### src/hw/rtl/shbs_pkg.sv
// shared types and constants of the string hash bin select block
// no dependencies; imported by shbs_ctrl, shbs_dp, string_hash_bin_select and the dv checker and testbench
package shbs_pkg;

  localparam int CHAR_W     = 8;
  localparam int HASH_W     = 32;
  localparam int BIN_W      = 31;
  localparam int DIV_CNT_W  = $clog2(HASH_W);
  localparam int HASH_SHIFT = 5;

  localparam logic [HASH_W-1:0]    HASH_SEED = HASH_W'(5381);
  localparam logic [DIV_CNT_W-1:0] DIV_LAST  = DIV_CNT_W'(HASH_W - 1);

  typedef enum logic [1:0] {
    ST_IDLE,
    ST_DIV,
    ST_HOLD
  } state_t;

  // commands from controller to datapath
  typedef struct packed {
    logic hash_upd;
    logic div_start;
    logic div_step;
    logic out_load;
  } cmd_t;

  // status from datapath to controller
  typedef struct packed {
    logic char_zero;
    logic div_last;
  } sts_t;

endpackage

### src/hw/rtl/shbs_dp.sv
// datapath: running djb2 hash, bit-serial restoring divider, result register
// depends on shbs_pkg
module shbs_dp import shbs_pkg::*; (
  input  logic              clk,
  input  logic              rst,
  input  logic [CHAR_W-1:0] char_code,
  input  logic [BIN_W-1:0]  bin_count,
  input  cmd_t              cmd,
  output sts_t              sts,
  output logic [BIN_W-1:0]  bin_index
);

  logic [HASH_W-1:0]    hash;
  logic [HASH_W-1:0]    dvd;
  logic [HASH_W-1:0]    rem;
  logic [DIV_CNT_W-1:0] cnt;
  logic [BIN_W-1:0]     divisor;
  logic [HASH_W-1:0]    rem_shift;
  logic [HASH_W-1:0]    rem_sub;
  logic                 rem_ge;

  // a zero bin count acts as one
  assign divisor = (bin_count == '0) ? BIN_W'(1) : bin_count;

  assign rem_shift = {rem[HASH_W-2:0], dvd[HASH_W-1]};
  assign rem_ge    = rem_shift >= {1'b0, divisor};
  assign rem_sub   = rem_shift - {1'b0, divisor};

  assign sts.char_zero = (char_code == '0);
  assign sts.div_last  = (cnt == DIV_LAST);

  always_ff @(posedge clk) begin
    if (rst) begin
      hash <= HASH_SEED;
    end else if (cmd.div_start) begin
      hash <= HASH_SEED;
    end else if (cmd.hash_upd) begin
      hash <= (hash << HASH_SHIFT) + hash + HASH_W'(char_code);
    end
  end

  always_ff @(posedge clk) begin
    if (cmd.div_start) begin
      dvd <= hash;
      rem <= '0;
      cnt <= '0;
    end else if (cmd.div_step) begin
      dvd <= {dvd[HASH_W-2:0], 1'b0};
      rem <= rem_ge ? rem_sub : rem_shift;
      cnt <= cnt + DIV_CNT_W'(1);
    end
  end

  always_ff @(posedge clk) begin
    if (cmd.out_load) begin
      bin_index <= rem[BIN_W-1:0];
    end
  end

endmodule

### src/hw/rtl/shbs_ctrl.sv
// controller: input/output handshakes and the divide sequence
// depends on shbs_pkg
module shbs_ctrl import shbs_pkg::*; (
  input  logic clk,
  input  logic rst,
  input  logic in_valid,
  output logic in_ready,
  output logic out_valid,
  input  logic out_ready,
  input  sts_t sts,
  output cmd_t cmd
);

  state_t state;
  state_t state_next;
  logic   out_free;

  assign in_ready = (state == ST_IDLE);
  assign out_free = !out_valid || out_ready;

  always_ff @(posedge clk) begin
    if (rst) begin
      state <= ST_IDLE;
    end else begin
      state <= state_next;
    end
  end

  always_ff @(posedge clk) begin
    if (rst) begin
      out_valid <= 1'b0;
    end else if (cmd.out_load) begin
      out_valid <= 1'b1;
    end else if (out_ready) begin
      out_valid <= 1'b0;
    end
  end

  always_comb begin
    state_next = state;
    cmd        = '0;
    unique case (state)
      ST_IDLE: begin
        if (in_valid) begin
          if (sts.char_zero) begin
            cmd.div_start = 1'b1;
            state_next    = ST_DIV;
          end else begin
            cmd.hash_upd = 1'b1;
          end
        end
      end
      ST_DIV: begin
        cmd.div_step = 1'b1;
        if (sts.div_last) begin
          state_next = ST_HOLD;
        end
      end
      ST_HOLD: begin
        if (out_free) begin
          cmd.out_load = 1'b1;
          state_next   = ST_IDLE;
        end
      end
      default: begin
        state_next = ST_IDLE;
      end
    endcase
  end

endmodule

### src/hw/rtl/string_hash_bin_select.sv
// top level of the string hash bin select block (djb2 hash, modulo bin count)
// depends on shbs_pkg, shbs_ctrl, shbs_dp
//
//   channel   dir  request                 fields
//   s_axis    in   one string byte         tdata[7:0] char_code
//   m_axis    out  one bin index           tdata[30:0] bin_index, [31] zero
//   cfg       in   bin count write         cfg_wdata[30:0] bin_count
//
// a nonzero byte is taken while the block is idle, so such bytes stream at one per cycle
// a zero byte starts 32 steps of the one-bit-per-cycle divider, then the result
// register is loaded once the output slot is free, then the next byte is taken
// the result register holds a bin index while the output stalls; a second
// terminator may finish its divide meanwhile and waits for the slot
// rst is synchronous: hash reloads 5381, bin count becomes 1, outputs empty
module string_hash_bin_select import shbs_pkg::*; (
  input  logic        clk,
  input  logic        rst,
  input  logic        s_axis_tvalid,
  output logic        s_axis_tready,
  input  logic [7:0]  s_axis_tdata,   // [7:0] char_code
  output logic        m_axis_tvalid,
  input  logic        m_axis_tready,
  output logic [31:0] m_axis_tdata,   // [30:0] bin_index, [31] zero
  input  logic        cfg_we,
  input  logic [30:0] cfg_wdata       // [30:0] bin_count
);

  logic [BIN_W-1:0] bin_count;
  logic [BIN_W-1:0] bin_index;
  cmd_t             cmd;
  sts_t             sts;

  // configuration register; the user must write it only while the block is idle, the block does not enforce it
  always_ff @(posedge clk) begin
    if (rst) begin
      bin_count <= BIN_W'(1);
    end else if (cfg_we) begin
      bin_count <= cfg_wdata;
    end
  end

  // state machine: handshakes and divide sequencing
  shbs_ctrl u_ctrl (
    .clk       (clk),
    .rst       (rst),
    .in_valid  (s_axis_tvalid),
    .in_ready  (s_axis_tready),
    .out_valid (m_axis_tvalid),
    .out_ready (m_axis_tready),
    .sts       (sts),
    .cmd       (cmd)
  );

  // hash, divider and result register
  shbs_dp u_dp (
    .clk       (clk),
    .rst       (rst),
    .char_code (s_axis_tdata),
    .bin_count (bin_count),
    .cmd       (cmd),
    .sts       (sts),
    .bin_index (bin_index)
  );

  // pad the 31-bit index up to a whole byte count
  assign m_axis_tdata = {1'b0, bin_index};

`ifndef SYNTH
  logic s_acc;
  assign s_acc = s_axis_tvalid && s_axis_tready;

  // a terminator blocks input while the divider runs
  a_term_stalls: assert property (@(posedge clk) disable iff (rst)
    (s_acc && s_axis_tdata == '0) |=> !s_axis_tready)
    else $error("input taken right after a terminator");

  // a nonzero byte never creates a result
  a_no_spurious: assert property (@(posedge clk) disable iff (rst)
    (s_acc && s_axis_tdata != '0 && !m_axis_tvalid) |=> !m_axis_tvalid)
    else $error("result appeared after a nonzero byte");

  // a shown index lies below the bin count (zero count acts as one)
  a_index_range: assert property (@(posedge clk) disable iff (rst)
    m_axis_tvalid |-> ((bin_count == '0 && bin_index == '0) ||
                       (bin_count != '0 && bin_index < bin_count)))
    else $error("bin index out of range");

  // the result register is loaded only when its slot is free
  a_no_overwrite: assert property (@(posedge clk) disable iff (rst)
    cmd.out_load |-> (!m_axis_tvalid || m_axis_tready))
    else $error("result overwritten before it was taken");
`endif

endmodule

### config.mk
export PLATFORM = sky130hd
export DESIGN_NAME = string_hash_bin_select
export DESIGN_NICKNAME = d
export VERILOG_FILES = /design/src/hw/rtl/shbs_pkg.sv /design/src/hw/rtl/shbs_dp.sv /design/src/hw/rtl/shbs_ctrl.sv /design/src/hw/rtl/string_hash_bin_select.sv
export SDC_FILE = /design/constraint.sdc
export NUM_CORES = 1
export LEC_CHECK = 0
export ABC_CLOCK_PERIOD_IN_PS = 4300
export BUFFER_PORTS_ARGS = -buffer_cell sky130_fd_sc_hd__buf_2
export CAP_MARGIN = 15
export CORE_MARGIN = 2
export CORE_UTILIZATION = 60
export DETAILED_ROUTE_END_ITERATION = 10
export PLACE_DENSITY = 0.8
export SKIP_LAST_GASP = 1
export SLEW_MARGIN = 20
export SYNTH_ARGS = -nofsm -noshare
export SYNTH_HDL_FRONTEND = slang
export SYNTH_HIERARCHICAL = 1
export SYNTH_SLANG_ARGS = --single-unit
### constraint.sdc
create_clock -name clk -period 4.3 [get_ports clk]
set_clock_uncertainty 0.1 [all_clocks]
set_input_delay 0.645 -clock clk [delete_from_list [all_inputs] [get_ports clk]]
set_output_delay 0.645 -clock clk [all_outputs]
set_load 0.03 [all_outputs]
# Word-level counts from Yosys, hierarchy flattened
# Cells that the tools add are included.
[classes]
addsub = 4
magnitude_cmp = 1
eq_ne = 7
n_mux = 18
n_reduce_logical = 9
[op_table]
columns = ["op", "count"]
rows = [
  ["$mux 32", 2],
  ["$mux 31", 2],
  ["$add 32x32->32", 1],
  ["$add 32x8->32", 1],
  ["$ge 32x31->1", 1],
  ["$logic_not 31->1", 1],
  ["$sub 31x31->31", 1],
  ["$mux 2", 6],
  ["$logic_not 8->1", 1],
  ["$mux 1", 7],
  ["$pmux 2 s3", 1],
  ["$add 5x1->5 const B", 1],
  ["$eq 5x5->1 const B", 1],
  ["$ne 2x1->1 const B", 2],
  ["$ne 2x2->1 const B", 2],
  ["$reduce_and 4->1", 1],
  ["$reduce_bool 2->1", 2],
  ["$eq 2x1->1 const B", 1],
  ["$eq 2x2->1 const B", 1],
  ["$logic_not 2->1", 1],
  ["$reduce_or 2->1", 1],
  ["$logic_not 1->1", 1],
  ["$logic_or 1x1->1", 1],
]
[word_totals]
regBits = 165
in_bits = 44
out_inout_bits = 34
elab_cells = 47

# Logic depth before layout (Yosys ltp)
[logic_depth]
ltp_word = 5
mapped_depth = 15
ltp_nobuf = 14

# By module
# Netlist, hierarchy kept.
[by_module_without_submodules]
columns = ["mod", "instances", "cells_per_inst", "area_per_inst_um2", "seq_area_each_um2"]
rows = [
  ["shbs_dp", 1, 937, 8843.5, 3253.1],
  ["string_hash_bin_select", 1, 102, 1128.6, 620.6],
  ["shbs_ctrl", 1, 17, 158.9, 60.1],
]

# Worst setup path after synthesis
# No wires, ideal clock.
[synth_path]
kind = "input -> register"
from = "input port s_axis_tdata[1]"
to = "register u_dp.hash[31]"
setup_ns = 0.078
arrival_ns = 3.211
t_required_ns = 4.122
setup_slack_ns = 0.911
cell_stages = 12
n_path_buf = 0
cell_sequence = "ha_1 > ha_1 > fa_1 > a21o_1 > a221oi_2 > a211oi_1 > a21oi_2 > o21ai_1 > a221oi_2 > o21ai_0 > and3_1 > nor3_1"
[synth_via]
elab_chain_cells = 5
elab_cells_between_ends = 7
cone_classes = "1 x add/sub; 4 x mux; 2 x reduce/logical"
[synth_lines]
columns = ["item", "line_no", "source"]
rows = [
  ["start, declared", "string_hash_bin_select.sv:20", "input logic [7:0] s_axis_tdata,"],
  ["parallel branches: the longest is 5 deep, another holds $add 32x8->32", "-", ""],
  ["end signal, assigned", "shbs_dp.sv:38", "hash <= (hash << HASH_SHIFT) + hash + HASH_W'(char_code);"],
  ["end, declared", "shbs_dp.sv:13", "logic [HASH_W-1:0] hash;"],
]
# Parallel ways; which one is timed is not known.
# A chain may end at the register's enable or synchronous reset.

# Worst setup path after layout
[layout_path]
from = "register bin_count[29]"
to = "register u_dp.rem[26]"
[layout_via]
elab_chain_cells = 4
elab_cells_between_ends = 5
cone_classes = "1 x add/sub; 1 x order compare; 2 x mux; 1 x reduce/logical"
[layout_lines]
columns = ["item", "line_no", "source"]
rows = [
  ["start, declared", "string_hash_bin_select.sv:28", "logic [BIN_W-1:0] bin_count;"],
  ["start signal, assigned", "string_hash_bin_select.sv:38", "bin_count <= cfg_wdata;"],
  ["$logic_not 31->1", "shbs_dp.sv:23", "assign divisor = (bin_count == '0) ? BIN_W'(1) : bin_count;"],
  ["$mux 31 (*)", "shbs_dp.sv:23", ""],
  ["$sub 31x31->31 or $ge 32x31->1 (tied branches)", "shbs_dp.sv:27, shbs_dp.sv:26", ""],
  ["$mux 31 (*)", "shbs_dp.sv:49", "rem <= rem_ge ? rem_sub : rem_shift;"],
  ["end signal, assigned", "shbs_dp.sv:49", ""],
  ["end, declared", "shbs_dp.sv:15", "logic [HASH_W-1:0] rem;"],
]
# Every way passes the cells marked *; elsewhere a longest branch is shown, timed or not.

==> qor.csv <==
stage;metric;value;unit
outcome;status;finished, final reports clean;
clocking;cts_buffer_depth;2;
yosys;ys_seq_area_share;38.8;%
clocking;ctsResizeCount;0;
critical_path;critPathKind;register to register;
flow_run;drv_cap;0;
yosys;ys_ff_latch;165;
floorplan;die_w;134;um
global_route;antenna_found_initial;0;
clocking;htreeDepth;4;
sta;rsz0062_at_grt;no;
critical_path;path_max_fanout;12;
floorplan;pin_count;78;
yosys;yosys.area.top_type;dfxtp_1;
yosys;syn_inst;1056;
power;powerDensity;511;nW/um2
yosys;syn_area_per_cell;9.59;um2
critical_path;end_kind;register;
floorplan;dieArea;17900;um2
route;routed-wl-met3;1100;um
critical_path;path_delay_family;compound AO/OA/AOI/OAI gates;
global_route;grt_pass1_wl;36500;um
clocking;clk_pin_slew_worst_paths;0.06;ns
global_route;track_usage;25.5;%
critical_path;worst_path_max_delay_cell;a21oi_1;
yosys;synthArstFlopShare;0;%
clocking;cts_setup_buffers;0;
power;power;5.74;mW
sta;holdWs;0.345;ns
sta;slew_headroom;31.1;%
sta;finalSetupViolations;0;
cells_and_area;fillers;1273;
clocking;insertion_delay;0.43;ns
global_route;first_global_vias;7514;
yosys;yosysMostFrequentCell;nor2_1;
route;wl;22100;um
sta;period_needed;3.82;ns
hold_path;hold_path.class;input pin to register;
critical_path;critPathRequiredTime;4.55;ns
route;wl_met2;10300;um
yosys;synth_cell_types;72;
yosys;synth_edf_count;63;
power;ir_worst_vdd;0.438;mV
clocking;root_buffer;clkbuf_16;
route;vias;7879;
critical_path;crit_chain;nor4_1 -> nand4_1 -> o21bai_1 -> ha_1 -> fa_1 -> nor2b_1 -> o31ai_1 -> a21oi_1 -> o21ai_0 -> a21oi_1 -> o32ai_4 -> nand2b_1 -> a2111o_1 -> o21ai_0;
critical_path;max_stage_delay;0.44;ns
yosys;synth_nets;1196;
yosys;synthTopCellsByArea;dfxtp_1 (20%), edfxtp_1 (19%), ha_1 (11%);
place;dp_cells;1308;
place;placed_cell_area;10600;um2
sta;setup_tns;0;ns
floorplan;start_util;61.3;%
route;top_layer;met4;
cells_and_area;multi_input_comb_area;5810;um2
route;wl_met1;10200;um
clocking;cts.sinks;165;
critical_path;cp_data_arrival_time;4.07;ns
place;hpwlAfterDp;16200;um
yosys;synth_area;10100;um2
route;via_per_inst;5.88;
clocking;cts_tree;built;
critical_path;crit_buf_inv;0;
floorplan;coreArea;16500;um2
sta;max_slew.worst_pin.slew;1.03;ns
route;wl_per_cell;16.5;um
floorplan;fp-row-count;47;
cells_and_area;area_growth;10.9;%
global_route;gr-total-overflow;0;
route;drtIter0Drc;608;
sta;drv_slew;0;
cells_and_area;stdcell_count;1340;
cells_and_area;nets;1247;
sta;fmax;262;MHz
place;place_congestion;0.904;
yosys;synthTopCellsByCount;nor2_1 (122), dfxtp_1 (102), ha_1 (91);
cells_and_area;seqCellArea;3930;um2
global_route;grt_max_degree;63;
yosys;synth_top_flop_cell;dfxtp_1;
sta;fin_crit_sh;88.8;%
clocking;cts_hold_buf;0;
route;antenna_left;0;
cells_and_area;layout-drive-gt1-share;14.8;%
yosys;synth_top_area_share;20.2;%
cells_and_area;antenna_cells;0;
route;drc;0;
place;io_buffer_count;76;
route;dr.pass1.iters;6;
sta;finalHoldViolCount;0;
yosys;yosysWarnings;6;
cells_and_area;design_area;11200;um2
clocking;cts_made_buffers;17;
critical_path;critical_path.startpoint_type;register;
floorplan;die_h;134;um
power;p_leak;4.83;nW
final timing paths:
check                             start                          end  slack (ns)  cells past startpoint
max          bin_count[29]$_SDFFE_PP0P_    u_dp/rem[26]$_SDFFE_PP0P_        0.48                     14
min                        cfg_wdata[0]    bin_count[0]$_SDFFE_PP1P_        0.34                      2
max reg2reg  bin_count[29]$_SDFFE_PP0P_    u_dp/rem[26]$_SDFFE_PP0P_        0.48                     14
min reg2reg    u_dp/rem[4]$_SDFFE_PP0P_  u_dp/bin_index[4]$_DFFE_PP_        0.40                      0
layout make-up:
class	count	share of cell area (%)
multi-input cells	799	51.7
inverters	39	1.30
clock buffers	19	4.04
repair buffers	85	4.21
well taps	220	2.45
flip-flops and latches	165	35.0
clock inverters	13	1.30
cell usage in the layout, fill, tap and decap left out, drive strengths merged, types with 37 or more instances in the layout:
cell    instances
nand2          69
inv            43
nor2          122
edfxtp         63
ha             91
buf            85
mux2i          56
o21ai          49
a21oi          71
a21o           37
dfxtp         102
state kept, by name, indices dropped and copies added (netlist names):
signal and cells:
u_dp/bin_index 31, u_dp/cnt 5, u_dp/rem 31, u_ctrl/out_valid 1, u_dp/dvd 32, bin_count 31
u_ctrl/state 2, u_dp/hash 32
per-stage QoR:
step	worst slack (ns)	util (%)
after floorplan	0.911	-
after global placement	0.536	64.4
after detailed placement	0.472	64.4
after CTS	0.560	68.0
after global routing	0.298	68.0
final	0.481	68.0
layer usage:
metal  GRT usage (%)  vias to the layer above
met3            4.84                       44
met5               0                        -
li1                -                     3959
met1            33.9                     3663
met2            41.2                      213
met4            9.99                        0
power breakdown:
part / switching [mW] / internal [mW]
Clock: 0.624 / 0.896
Sequential: 0.201 / 1.78
Combinational: 1.26 / 0.973
kinds of logic (layout without fill, tap and decap cells):
family,count (synthesis),after routing,synth area share (%)
AO/OA/AOI/OAI,253,253,16.9
XOR/XNOR,53,53,4.58
flip-flops,165,165,38.8
adder cells (fa/ha/maj),96,96,12.2
buffers and inverters,92,156,4.06
multiplexers,87,87,8.98
other,1,1,0.0370
AND/OR/NAND/NOR,309,309,14.4
(Power assumes the default switching activity.)
